`src/rtl/crz_pkg.sv`:
```
`timescale 1ns / 1ps

package crz_pkg;

    // radius width; the step state widths follow from it
    localparam int RADIUS_BITS = 10;
    localparam int X_W         = RADIUS_BITS + 1;
    localparam int Y_W         = RADIUS_BITS + 2;
    localparam int D_W         = RADIUS_BITS + 4;

    // fixed field widths
    localparam int COORD_W  = 10;
    localparam int PIX_W    = 12;
    localparam int COLOUR_W = 4;
    localparam int CALC_W   = (Y_W > PIX_W) ? Y_W : PIX_W;

    // pixels per group and the index of the last one
    localparam int              GROUP_N  = 8;
    localparam int              IDX_W    = $clog2(GROUP_N);
    localparam logic [IDX_W-1:0] IDX_LAST = IDX_W'(GROUP_N - 1);

    // queue between front and back
    localparam int Q_DEPTH = 2;
    localparam int Q_AW    = $clog2(Q_DEPTH);
    localparam int Q_CW    = $clog2(Q_DEPTH + 1);

    // item modes
    localparam logic MODE_START   = 1'b0;
    localparam logic MODE_ADVANCE = 1'b1;

    // octant colours in pixel order
    localparam logic [COLOUR_W-1:0] COLOUR [GROUP_N] = '{
        4'd4, 4'd14, 4'd2, 4'd14, 4'd12, 4'd14, 4'd15, 4'd6
    };

    // one point to be plotted eight ways
    typedef struct packed {
        logic [COORD_W-1:0]    cx;
        logic [COORD_W-1:0]    cy;
        logic [X_W-1:0]        x;
        logic signed [Y_W-1:0] y;
        logic                  done;
    } t_group;

    // queue status towards front, back and top
    typedef struct packed {
        logic full;
        logic empty;
    } t_qstat;

endpackage

```
`src/rtl/crz_front.sv`:
```
`timescale 1ns / 1ps

module crz_front (
    input  logic                          i_clk,
    input  logic                          i_rst_n,
    input  logic                          i_valid,
    input  logic                          i_mode,
    input  logic [crz_pkg::COORD_W-1:0]   i_center_x,
    input  logic [crz_pkg::COORD_W-1:0]   i_center_y,
    input  logic [crz_pkg::COORD_W-1:0]   i_radius,
    input  crz_pkg::t_qstat               i_qstat,
    output logic                          o_push,
    output crz_pkg::t_group               o_group
);
    import crz_pkg::*;

    logic [X_W-1:0]        r_x, n_x;
    logic signed [Y_W-1:0] r_y, n_y;
    logic signed [D_W-1:0] r_d, n_d;
    logic [COORD_W-1:0]    r_cx, n_cx;
    logic [COORD_W-1:0]    r_cy, n_cy;
    logic                  r_active, n_active;

    logic                  accept;
    logic                  done;
    logic signed [D_W-1:0] x4, y4, r2;
    logic [RADIUS_BITS-1:0] rad;

    assign accept = i_valid & ~i_qstat.full;
    assign rad    = RADIUS_BITS'(i_radius);
    assign x4     = D_W'({r_x, 2'b00});
    assign y4     = D_W'({r_y, 2'b00});
    assign r2     = D_W'({rad, 1'b0});

    always_comb begin
        n_x      = r_x;
        n_y      = r_y;
        n_d      = r_d;
        n_cx     = r_cx;
        n_cy     = r_cy;
        n_active = r_active;
        done     = 1'b0;
        if (accept) begin
            if (i_mode == MODE_START) begin
                n_cx     = i_center_x;
                n_cy     = i_center_y;
                n_x      = '0;
                n_y      = Y_W'(rad);
                n_d      = D_W'(3) - r2;
                n_active = 1'b1;
            end else if (r_active) begin
                if (r_d <= 0) begin
                    n_d = r_d + x4 + D_W'(6);
                end else begin
                    n_d = r_d + x4 - y4 + D_W'(10);
                    n_y = r_y - Y_W'(1);
                end
                n_x      = r_x + X_W'(1);
                done     = $signed({1'b0, n_x}) > n_y;
                n_active = ~done;
            end
        end
    end

    assign o_push       = accept & ((i_mode == MODE_START) | r_active);
    assign o_group.cx   = n_cx;
    assign o_group.cy   = n_cy;
    assign o_group.x    = n_x;
    assign o_group.y    = n_y;
    assign o_group.done = done;

    always_ff @(posedge i_clk) begin
        if (!i_rst_n) begin
            r_x      <= '0;
            r_y      <= '0;
            r_d      <= '0;
            r_cx     <= '0;
            r_cy     <= '0;
            r_active <= 1'b0;
        end else begin
            r_x      <= n_x;
            r_y      <= n_y;
            r_d      <= n_d;
            r_cx     <= n_cx;
            r_cy     <= n_cy;
            r_active <= n_active;
        end
    end

endmodule

```
`src/rtl/crz_queue.sv`:
```
`timescale 1ns / 1ps

module crz_queue (
    input  logic            i_clk,
    input  logic            i_rst_n,
    input  logic            i_push,
    input  crz_pkg::t_group i_data,
    input  logic            i_pop,
    output crz_pkg::t_group o_data,
    output crz_pkg::t_qstat o_stat
);
    import crz_pkg::*;

    t_group            r_mem [Q_DEPTH];
    logic [Q_AW-1:0]   r_wp, r_rp;
    logic [Q_CW-1:0]   r_cnt;
    logic              do_push, do_pop;

    assign o_stat.full  = (r_cnt == Q_CW'(Q_DEPTH));
    assign o_stat.empty = (r_cnt == '0);
    assign do_push      = i_push & ~o_stat.full;
    assign do_pop       = i_pop & ~o_stat.empty;
    assign o_data       = r_mem[r_rp];

    always_ff @(posedge i_clk) begin
        if (do_push) begin
            r_mem[r_wp] <= i_data;
        end
    end

    always_ff @(posedge i_clk) begin
        if (!i_rst_n) begin
            r_wp  <= '0;
            r_rp  <= '0;
            r_cnt <= '0;
        end else begin
            if (do_push) begin
                r_wp <= (r_wp == Q_AW'(Q_DEPTH - 1)) ? '0 : r_wp + Q_AW'(1);
            end
            if (do_pop) begin
                r_rp <= (r_rp == Q_AW'(Q_DEPTH - 1)) ? '0 : r_rp + Q_AW'(1);
            end
            case ({do_push, do_pop})
                2'b10:   r_cnt <= r_cnt + Q_CW'(1);
                2'b01:   r_cnt <= r_cnt - Q_CW'(1);
                default: r_cnt <= r_cnt;
            endcase
        end
    end

endmodule

```
`src/rtl/crz_back.sv`:
```
`timescale 1ns / 1ps

module crz_back (
    input  logic                           i_clk,
    input  logic                           i_rst_n,
    input  crz_pkg::t_group                i_group,
    input  crz_pkg::t_qstat                i_qstat,
    output logic                           o_pop,
    input  logic                           i_stall,
    output logic                           o_valid,
    output logic signed [crz_pkg::PIX_W-1:0] o_pixel_x,
    output logic signed [crz_pkg::PIX_W-1:0] o_pixel_y,
    output logic [crz_pkg::COLOUR_W-1:0]   o_colour,
    output logic                           o_last_of_group,
    output logic                           o_circle_done
);
    import crz_pkg::*;

    t_group              r_grp;
    logic                r_busy, n_busy;
    logic [IDX_W-1:0]    r_idx, n_idx;
    logic                out_free, advance;
    logic signed [CALC_W-1:0] cx, cy, xs, ys, sx, sy, px, py;

    assign out_free = ~o_valid | ~i_stall;
    assign advance  = r_busy & out_free;
    assign o_pop    = ~i_qstat.empty & (~r_busy | (advance & (r_idx == IDX_LAST)));

    always_comb begin
        n_busy = r_busy;
        n_idx  = r_idx;
        if (advance) begin
            n_idx = r_idx + IDX_W'(1);
            if (r_idx == IDX_LAST) begin
                n_busy = 1'b0;
            end
        end
        if (o_pop) begin
            n_busy = 1'b1;
            n_idx  = '0;
        end
    end

    // swap x and y for the upper four octants, then pick the signs
    always_comb begin
        cx = CALC_W'({1'b0, r_grp.cx});
        cy = CALC_W'({1'b0, r_grp.cy});
        xs = CALC_W'({1'b0, r_grp.x});
        ys = CALC_W'(r_grp.y);
        sx = r_idx[2] ? ys : xs;
        sy = r_idx[2] ? xs : ys;
        px = r_idx[1] ? cx - sx : cx + sx;
        py = (r_idx[1] ^ r_idx[0]) ? cy - sy : cy + sy;
    end

    always_ff @(posedge i_clk) begin
        if (o_pop) begin
            r_grp <= i_group;
        end
        if (out_free) begin
            o_pixel_x       <= px[PIX_W-1:0];
            o_pixel_y       <= py[PIX_W-1:0];
            o_colour        <= COLOUR[r_idx];
            o_last_of_group <= (r_idx == IDX_LAST);
            o_circle_done   <= r_grp.done;
        end
    end

    always_ff @(posedge i_clk) begin
        if (!i_rst_n) begin
            r_busy  <= 1'b0;
            r_idx   <= '0;
            o_valid <= 1'b0;
        end else begin
            r_busy <= n_busy;
            r_idx  <= n_idx;
            if (out_free) begin
                o_valid <= advance;
            end
        end
    end

endmodule

```
`src/rtl/circle_rasterizer_top.sv`:
```
`timescale 1ns / 1ps
// midpoint circle generator, eight symmetric pixels per start item or per advance item of a running circle
// path: a point passes the queue memory and the emitter's group register before its pixels
//   leave through the registered output; throughput: one pixel beat per cycle while i_stall
//   is low, eight beats per item, set by the single output port of the pixel emitter
// reset: synchronous, active low; clears step state, queue and output valid

module circle_rasterizer_top (
    input  logic                             i_clk,
    input  logic                             i_rst_n,
    // item channel
    input  logic                             i_valid,
    output logic                             o_stall,
    input  logic                             i_mode,
    input  logic [crz_pkg::COORD_W-1:0]      i_center_x,
    input  logic [crz_pkg::COORD_W-1:0]      i_center_y,
    input  logic [crz_pkg::COORD_W-1:0]      i_radius,
    // pixel channel
    output logic                             o_valid,
    input  logic                             i_stall,
    output logic signed [crz_pkg::PIX_W-1:0] o_pixel_x,
    output logic signed [crz_pkg::PIX_W-1:0] o_pixel_y,
    output logic [crz_pkg::COLOUR_W-1:0]     o_colour,
    output logic                             o_last_of_group,
    output logic                             o_circle_done
);
    import crz_pkg::*;

    t_group push_grp;   // point leaving the stepper
    t_group pop_grp;    // point entering the emitter
    t_qstat qstat;
    logic   push;
    logic   pop;

    // input beats are taken whenever i_valid is high and the queue has room; o_stall is independent of i_valid
    assign o_stall = qstat.full;

    // front: classifies start and advance beats, runs the decision update,
    // drops advance beats that arrive with no circle in progress
    crz_front u_front (
        .i_clk      (i_clk),
        .i_rst_n    (i_rst_n),
        .i_valid    (i_valid),
        .i_mode     (i_mode),
        .i_center_x (i_center_x),
        .i_center_y (i_center_y),
        .i_radius   (i_radius),
        .i_qstat    (qstat),
        .o_push     (push),
        .o_group    (push_grp)
    );

    // two-deep queue lets the stepper run ahead while pixels drain
    crz_queue u_queue (
        .i_clk   (i_clk),
        .i_rst_n (i_rst_n),
        .i_push  (push),
        .i_data  (push_grp),
        .i_pop   (pop),
        .o_data  (pop_grp),
        .o_stat  (qstat)
    );

    // back: walks the eight octants of each point, one registered beat a cycle while i_stall is low
    crz_back u_back (
        .i_clk           (i_clk),
        .i_rst_n         (i_rst_n),
        .i_group         (pop_grp),
        .i_qstat         (qstat),
        .o_pop           (pop),
        .i_stall         (i_stall),
        .o_valid         (o_valid),
        .o_pixel_x       (o_pixel_x),
        .o_pixel_y       (o_pixel_y),
        .o_colour        (o_colour),
        .o_last_of_group (o_last_of_group),
        .o_circle_done   (o_circle_done)
    );

    // the front must never offer a point to a full queue
    a_no_push_full: assert property (@(posedge i_clk) disable iff (!i_rst_n)
        push |-> !qstat.full)
        else $error("point pushed into full queue");

    // the emitter must never take from an empty queue
    a_no_pop_empty: assert property (@(posedge i_clk) disable iff (!i_rst_n)
        pop |-> !qstat.empty)
        else $error("point popped from empty queue");

    // the closing beat of a group carries the last octant colour
    a_last_colour: assert property (@(posedge i_clk) disable iff (!i_rst_n)
        (o_valid && o_last_of_group) |-> (o_colour == COLOUR[GROUP_N-1]))
        else $error("group end with wrong octant colour");

    // a stalled pixel beat is followed by the same beat
    a_out_hold: assert property (@(posedge i_clk) disable iff (!i_rst_n)
        (o_valid && i_stall) |=> (o_valid && $stable(o_pixel_x)
            && $stable(o_pixel_y) && $stable(o_colour)))
        else $error("pixel beat changed while stalled");

endmodule

```
`config.mk`:
```
export PLATFORM = sky130hd
export DESIGN_NAME = circle_rasterizer_top
export DESIGN_NICKNAME = d
export VERILOG_FILES = /design/src/rtl/crz_pkg.sv /design/src/rtl/crz_front.sv /design/src/rtl/crz_queue.sv /design/src/rtl/crz_back.sv /design/src/rtl/circle_rasterizer_top.sv
export SDC_FILE = /design/constraint.sdc
export NUM_CORES = 1
export LEC_CHECK = 0
export BUFFER_PORTS_ARGS = -buffer_cell sky130_fd_sc_hd__buf_2
export CAP_MARGIN = 20
export CORE_ASPECT_RATIO = 1.5
export CORE_MARGIN = 10
export CORE_UTILIZATION = 36
export CTS_BUF_LIST = sky130_fd_sc_hd__clkbuf_4 sky130_fd_sc_hd__clkbuf_8
export CTS_CLUSTER_SIZE = 20
export DETAILED_ROUTE_END_ITERATION = 8
export GPL_ROUTABILITY_DRIVEN = 0
export RECOVER_POWER = 100
export SLEW_MARGIN = 20
export SYNTH_ARGS = -nofsm -noshare
export SYNTH_HDL_FRONTEND = slang
export SYNTH_SLANG_ARGS = --single-unit
```
`constraint.sdc`:
```
create_clock -name i_clk -period 7 [get_ports i_clk]
set_clock_uncertainty 0.15 [all_clocks]
set_input_delay 0.7 -clock i_clk [delete_from_list [all_inputs] [get_ports i_clk]]
set_output_delay 0.7 -clock i_clk [all_outputs]
set_load 0.02 [all_outputs]
```
* Yosys cells after proc, flatten, opt, wreduce, memory -nomap -nowiden
Memory sizes are Yosys's and may differ from the RTL's. A register that Yosys moved wholly into a read port is not among the register bits.
Index checks and enable logic that the tools add are counted.
** Cells by class
- Add/subtract/negate cells :: 16
- Magnitude comparators :: 2
- Equal/unequal tests :: 5
- Mux-type cells :: 34
- Bitwise operators :: 20
- Reduce and logical (&&, ||, !) cells :: 7
** Operators with widths (count)
- $mux 12 :: 11
- $mux 14 :: 3
- $mux 10 :: 4
- $mux 11 :: 3
- $add 11x12->12 :: 2
- $sub 11x12->12 :: 2
- $add 14x14->14 :: 1
- $add 14x4->14 const B :: 1
- $add 14x5->14 const B :: 1
- $le 14x1->1 const B :: 1
- $sub 14x14->14 :: 1
- $gt 12x12->1 :: 1
- $mux 1 :: 12
- $sub 12x2->12 const B :: 1
- $sub 2x11->12 const A :: 1
- $add 11x1->11 const B :: 1
- $not 1->1 :: 8
- $and 1x1->1 :: 7
- $reduce_bool 2->1 :: 3
- $eq 2x2->1 const B :: 2
- $not 3->4 :: 1
- $pmux 2 s2 :: 1
- $reduce_and 2->1 :: 2
- $add 3x1->3 const B :: 1
- 10 further kinds :: 13
** Word-level totals
- Flip-flop bits (word level) :: 93
- Memory bits (writable) :: 88
- Memory bits (read-only) :: 32
- Output and inout port bits :: 32
- Logic and storage cells :: 102
- Memories kept :: 2
** Memory list
- u_queue.r_mem :: words 2, width 44, read ports 1, clocked after memory_dff 1, wr ports 1, RTL line crz_queue.sv:14 : t_group r_mem [Q_DEPTH];
- (no name shown) :: words 8, width 4, read ports 1, clocked after memory_dff 1, wr ports 0, RTL line crz_back.sv:63 : o_colour <= COLOUR[r_idx];

* Depth between registers and ports, before layout
- Word-level depth :: 9
- Depth in mapped cells :: 16

* Hierarchy
From an unflattened synthesis, not the netlist that was laid out.
** Second synthesis, totals
- Cell total of the unflattened synthesis :: 1182
- Area, all modules :: 12719.7 sq um
** Modules (own cells, without submodules)
- crz_front :: times used 1, cells each 654, area each 4972.3 sq um, seq. area each 1161.1 sq um
- crz_back :: times used 1, cells each 365, area each 4347.9 sq um, seq. area each 2322.2 sq um
- crz_queue :: times used 1, cells each 163, area each 3399.5 sq um, seq. area each 2742.6 sq um

* Worst setup path before layout
OpenSTA, ideal clock, no wires.
- Path type :: in2reg
- Start :: input port i_stall
- End :: register u_queue.r_cnt[1]
- Data arrival time :: 4.982 ns
- Slack :: 1.798 ns
- Stages :: 6
- Buffers on the path :: 0
- Cells stage by stage :: nand2_1 nand2_1 a21oi_1 ha_1 or3_1 a21oi_1
** On the way
- Cells in the longest elaborated chain, start to end :: 9
- Elaborated cells on any way between the ends :: 11
** Ends and longest elaborated chain
- from (decl) :: RTL line circle_rasterizer_top.sv:20 : input logic i_stall,
- $not 1->1 * :: RTL line crz_back.sv:25 : assign out_free = ~o_valid | ~i_stall;
- $or 1x1->1 * :: RTL line crz_back.sv:25
- $and 1x1->1 * :: RTL line crz_back.sv:26 : assign advance = r_busy & out_free;
- $and 1x1->1 * :: RTL line crz_back.sv:27 : assign o_pop = ~i_qstat.empty & (~r_busy | (advance & (r_idx == IDX_LAST)));
- $or 1x1->1 * :: RTL line crz_back.sv:27
- $and 1x1->1 * :: RTL line crz_back.sv:27
- via pop :: RTL line circle_rasterizer_top.sv:33 : logic pop;
- $and 1x1->1 * :: RTL line crz_queue.sv:22 : assign do_pop = i_pop & ~o_stat.empty;
- $eq 2x1->1 or $eq 2x2->1 (tied branches) :: RTL line crz_queue.sv:43 : case ({do_push, do_pop})
- $pmux 2 s2 or $reduce_bool 2->1 (tied branches)
- to (signal assigned) :: RTL line crz_queue.sv:44 : 2'b10: r_cnt <= r_cnt + Q_CW'(1);
- to (signal assigned) :: RTL line crz_queue.sv:45 : 2'b01: r_cnt <= r_cnt - Q_CW'(1);
- to (signal assigned) :: RTL line crz_queue.sv:46 : default: r_cnt <= r_cnt;
- to (decl) :: RTL line crz_queue.sv:16 : logic [Q_CW-1:0] r_cnt;
Mark *: on every way through the listed nets, which the timed path passes. The rest lies on a longest branch.
A chain may end at the register's enable or synchronous reset.

* Worst setup path in the final report
- Start :: register u_back.o_valid
- End :: register u_queue.r_cnt[1]
** On the way
- Cells in the longest elaborated chain, start to end :: 9
- Elaborated cells on any way between the ends :: 11
** Ends and longest elaborated chain
- from (decl) :: RTL line crz_back.sv:10 : output logic o_valid,
- from (signal assigned) :: RTL line crz_back.sv:78 : o_valid <= advance;
- $not 1->1 * :: RTL line crz_back.sv:25
- $or 1x1->1 * :: RTL line crz_back.sv:25
- via u_back.out_free :: RTL line crz_back.sv:22 : logic out_free, advance;
- $and 1x1->1 * :: RTL line crz_back.sv:26
- $and 1x1->1 * :: RTL line crz_back.sv:27
- $or 1x1->1 * :: RTL line crz_back.sv:27
- $and 1x1->1 * :: RTL line crz_back.sv:27
- via pop :: RTL line circle_rasterizer_top.sv:33
- $and 1x1->1 * :: RTL line crz_queue.sv:22
- $eq 2x1->1 or $eq 2x2->1 (tied branches) :: RTL line crz_queue.sv:43
- $pmux 2 s2 or $reduce_bool 2->1 (tied branches)
Marks and branches as above.

==> impl_metrics.toml <==
[placement]
io_buffers = 66
dp_hpwl_mm = 21.12

[clock_network]
cts_max_path_buffers = 3
cts_hold_buf = 0
cts_setup_buffers = 0
cts_tree = "done"
cts_resized = 0
clkLatencyLatePin_ns = 0.54
root_buffer = "clkbuf_8"
cts_made_buffers = 36
clkTransAtPathRegs_ns = 0.06
clock_sinks = 229
cts.htree.levels = 2

[grt]
grt_max_degree = 55
grt_use_total = 0.1381
grt_pass1_vias = 8664
grt.overflow.total = 0
grt_pass1_wl_mm = 46.21
antenna_found_initial = 0

[run_status]
status = "finished, violations left"
violations = "max-capacitance violations, max-slew violations"

[sta]
finalHoldViolations = 0
slew_headroom = -0.8544
post-route-min-period_ns = 5.322
setup_viol = 0
tightestPinTransition_ns = 2.782
fin_setup_tns_ns = 0
min_period_over_period = 0.7604
rsz0062_at_grt = "false"
drv_slew = 336
fmax_ghz = 0.1879

[yosys]
synthXorXnorAreaFrac = 0.06613
synth_cell_type_count = 71
synth_area_sq_um = 12320
synth_fa_ha_area_frac = 0.08106
synth_flop_cell = "edfxtp_1"
synth_area_per_cell_sq_um = 10.91
synth-edff-count = 162
yosys_warnings = 0
synth.most_common_cell = "edfxtp_1"
async_flop_share = 0
synthTopCellsByCount = "edfxtp_1 (162), nand2_1 (120), ha_1 (75), dfxtp_1 (67)"
synth_nets = 1242
yosys.area_share.simple = 0.1387
synthMuxAreaShare = 0.06461
synth_area_leaders = "edfxtp_1 (39%), dfxtp_1 (11%), ha_1 (7.6%), mux2_2 (4.4%), xnor2_1 (3.8%)"
ys_ff_latch = 229
netlist_instances = 1129
synth_top_family_by_area = "simple AND/OR/NAND/NOR gates"
synth-compound-area-share = 0.1175
ys_seq_area_frac = 0.5039
synth_top_area_share = 0.3950
synth_top_area_cell = "edfxtp_1"

[detailed_routing]
dr_total_vias = 8575
firstDrtPassIters = 5
viasPerCell = 5.203
postRouteAntennaNets = 0
drt-initial-drc-count = 432
wire_per_inst_um = 17.68
wirelength_mm = 29.13
route.detailed.drc = 0

[flow_run]
cap_violations = 8

[die]
ios = 67
start_util = 0.3660
die-area_sq_um = 42160
core_area_sq_um = 33650
die_h_um = 246.5
die_w_um = 171.0
rows = 82

[layout]
nets = 1314
drive_gt1_frac = 0.1287
n_antenna_cell = 0
area_growth_pct = 11.86

[critical_path]
critPathCaptureType = "flop"
start_kind = "flop"
worstPathMaxFanout = 47
cp_data_required_time_ns = 7.29
path_class = "flop to flop"
cp.arrival_ns = 5.61

[power_and_ir_drop]
peakVddDrop_uv = 176.8
power_density_nw_per_um2 = 438.6
p_total_mw = 6.043
leakage_nw = 5.308

[hold_path]
min_path_type = "input port to flop"
## cells in the final DEF, fill, tap and decap left out, types with 13 or more instances in the layout
cell type	count
edfxtp_1	162
nand2_1	120
ha_1	75
dfxtp_1	66
nor2_1	61
a21oi_1	61
xnor2_1	54
o21ai_0	46
inv_1	44
clkbuf_1	44
mux2_2	42
clkbuf_8	40
xor2_1	39
buf_2	33
nor3_1	25
mux2i_1	24
and2_1	24
nand3_1	22
and2_0	22
and3_1	14
a21o_1	14
nor2b_1	13
## registers in the layout, summed over array words and instances (netlist names), 10 cells and up
name              cells
u_queue.r_mem        88
u_front.r_d          14
u_back.o_pixel_x     12
u_back.o_pixel_y     12
u_back.r_grp         12
u_back.ys            12
u_front.r_y          12
u_front.r_x          11
u_back.cx            10
u_back.cy            10
u_front.r_cx         10
u_front.r_cy         10
## kinds of logic (layout without fill, tap and decap cells)
logic type               Yosys count  count (layout)
AND/OR/NAND/NOR                  348             348
flip-flops                       229             229
AO/OA/AOI/OAI                    219             219
XOR/XNOR                          93              93
buffers and inverters             89             188
adder cells (fa/ha/maj)           78              78
multiplexers                      73              73
## critical path, stage by stage (launching register included)
cell      delay (ns)
dfxtp_1         0.32
nand2_1         0.05
clkbuf_1        1.22
nand2_1         0.31
a21oi_4         0.21
clkbuf_1        1.92
ha_1            0.54
or3_1           0.37
a21oi_1         0.13
## worst paths after layout
| check | from | endpoint | slack, ns | cells past startpoint |
|---|---|---|---|---|
| max reg2reg | u_back.o_valid | u_queue.r_cnt[1] | 1.68 | 8 |
| min reg2reg | u_back.r_grp[0] | u_back.o_circle_done | 0.28 | 0 |
| min | i_stall | u_back.o_valid | 0.27 | 3 |
| max | u_back.o_valid | u_queue.r_cnt[1] | 1.68 | 8 |
## layout make-up
class | instances | area (sq um)
Fill cell | 3294 | 19870
Sequential cell | 229 | 6207
Multi-Input combinational cell | 811 | 5781
Clock buffer | 52 | 640.6
Tap cell | 420 | 525.5
Timing Repair Buffer | 79 | 345.3
Inverter | 44 | 165.2
Clock inverter | 13 | 113.9
## power by group
part,internal (mW),switching (mW),total [mW]
Sequential,2.00,0.193,2.20
Clock,0.666,0.514,1.18
Combinational,1.08,1.58,2.67
Total,3.75,2.29,6.04
## per-layer routing
layer  GRT usage  part of all wire  wire, um
met1      0.1575              0.42     12140
met2      0.2483              0.51     14910
met3     0.02209             0.038      1099
met4     0.05822             0.034       976
met5           0                 0         0
## per-stage QoR
| step | instance area [sq um] | setup slack, ns | hold WS, ns | instances | utilization |
|---|---|---|---|---|---|
| 2_1_floorplan | 12320 | 1.798 | 0.2503 | 1129 | - |
| 3_3_place_gp | 13120 | 2.583 | 0.2728 | 1583 | 0.3898 |
| 3_5_place_dp | 13120 | 2.549 | 0.2634 | 1583 | 0.3898 |
| 4_1_cts | 13870 | 2.530 | 0.2480 | 1648 | 0.4123 |
| 5_1_grt | 13780 | 1.101 | 0.2672 | 1648 | 0.4094 |
| 6_report | 13780 | 1.678 | 0.2700 | 1648 | 0.4094 |
Power figures use the tool's default switching activity.
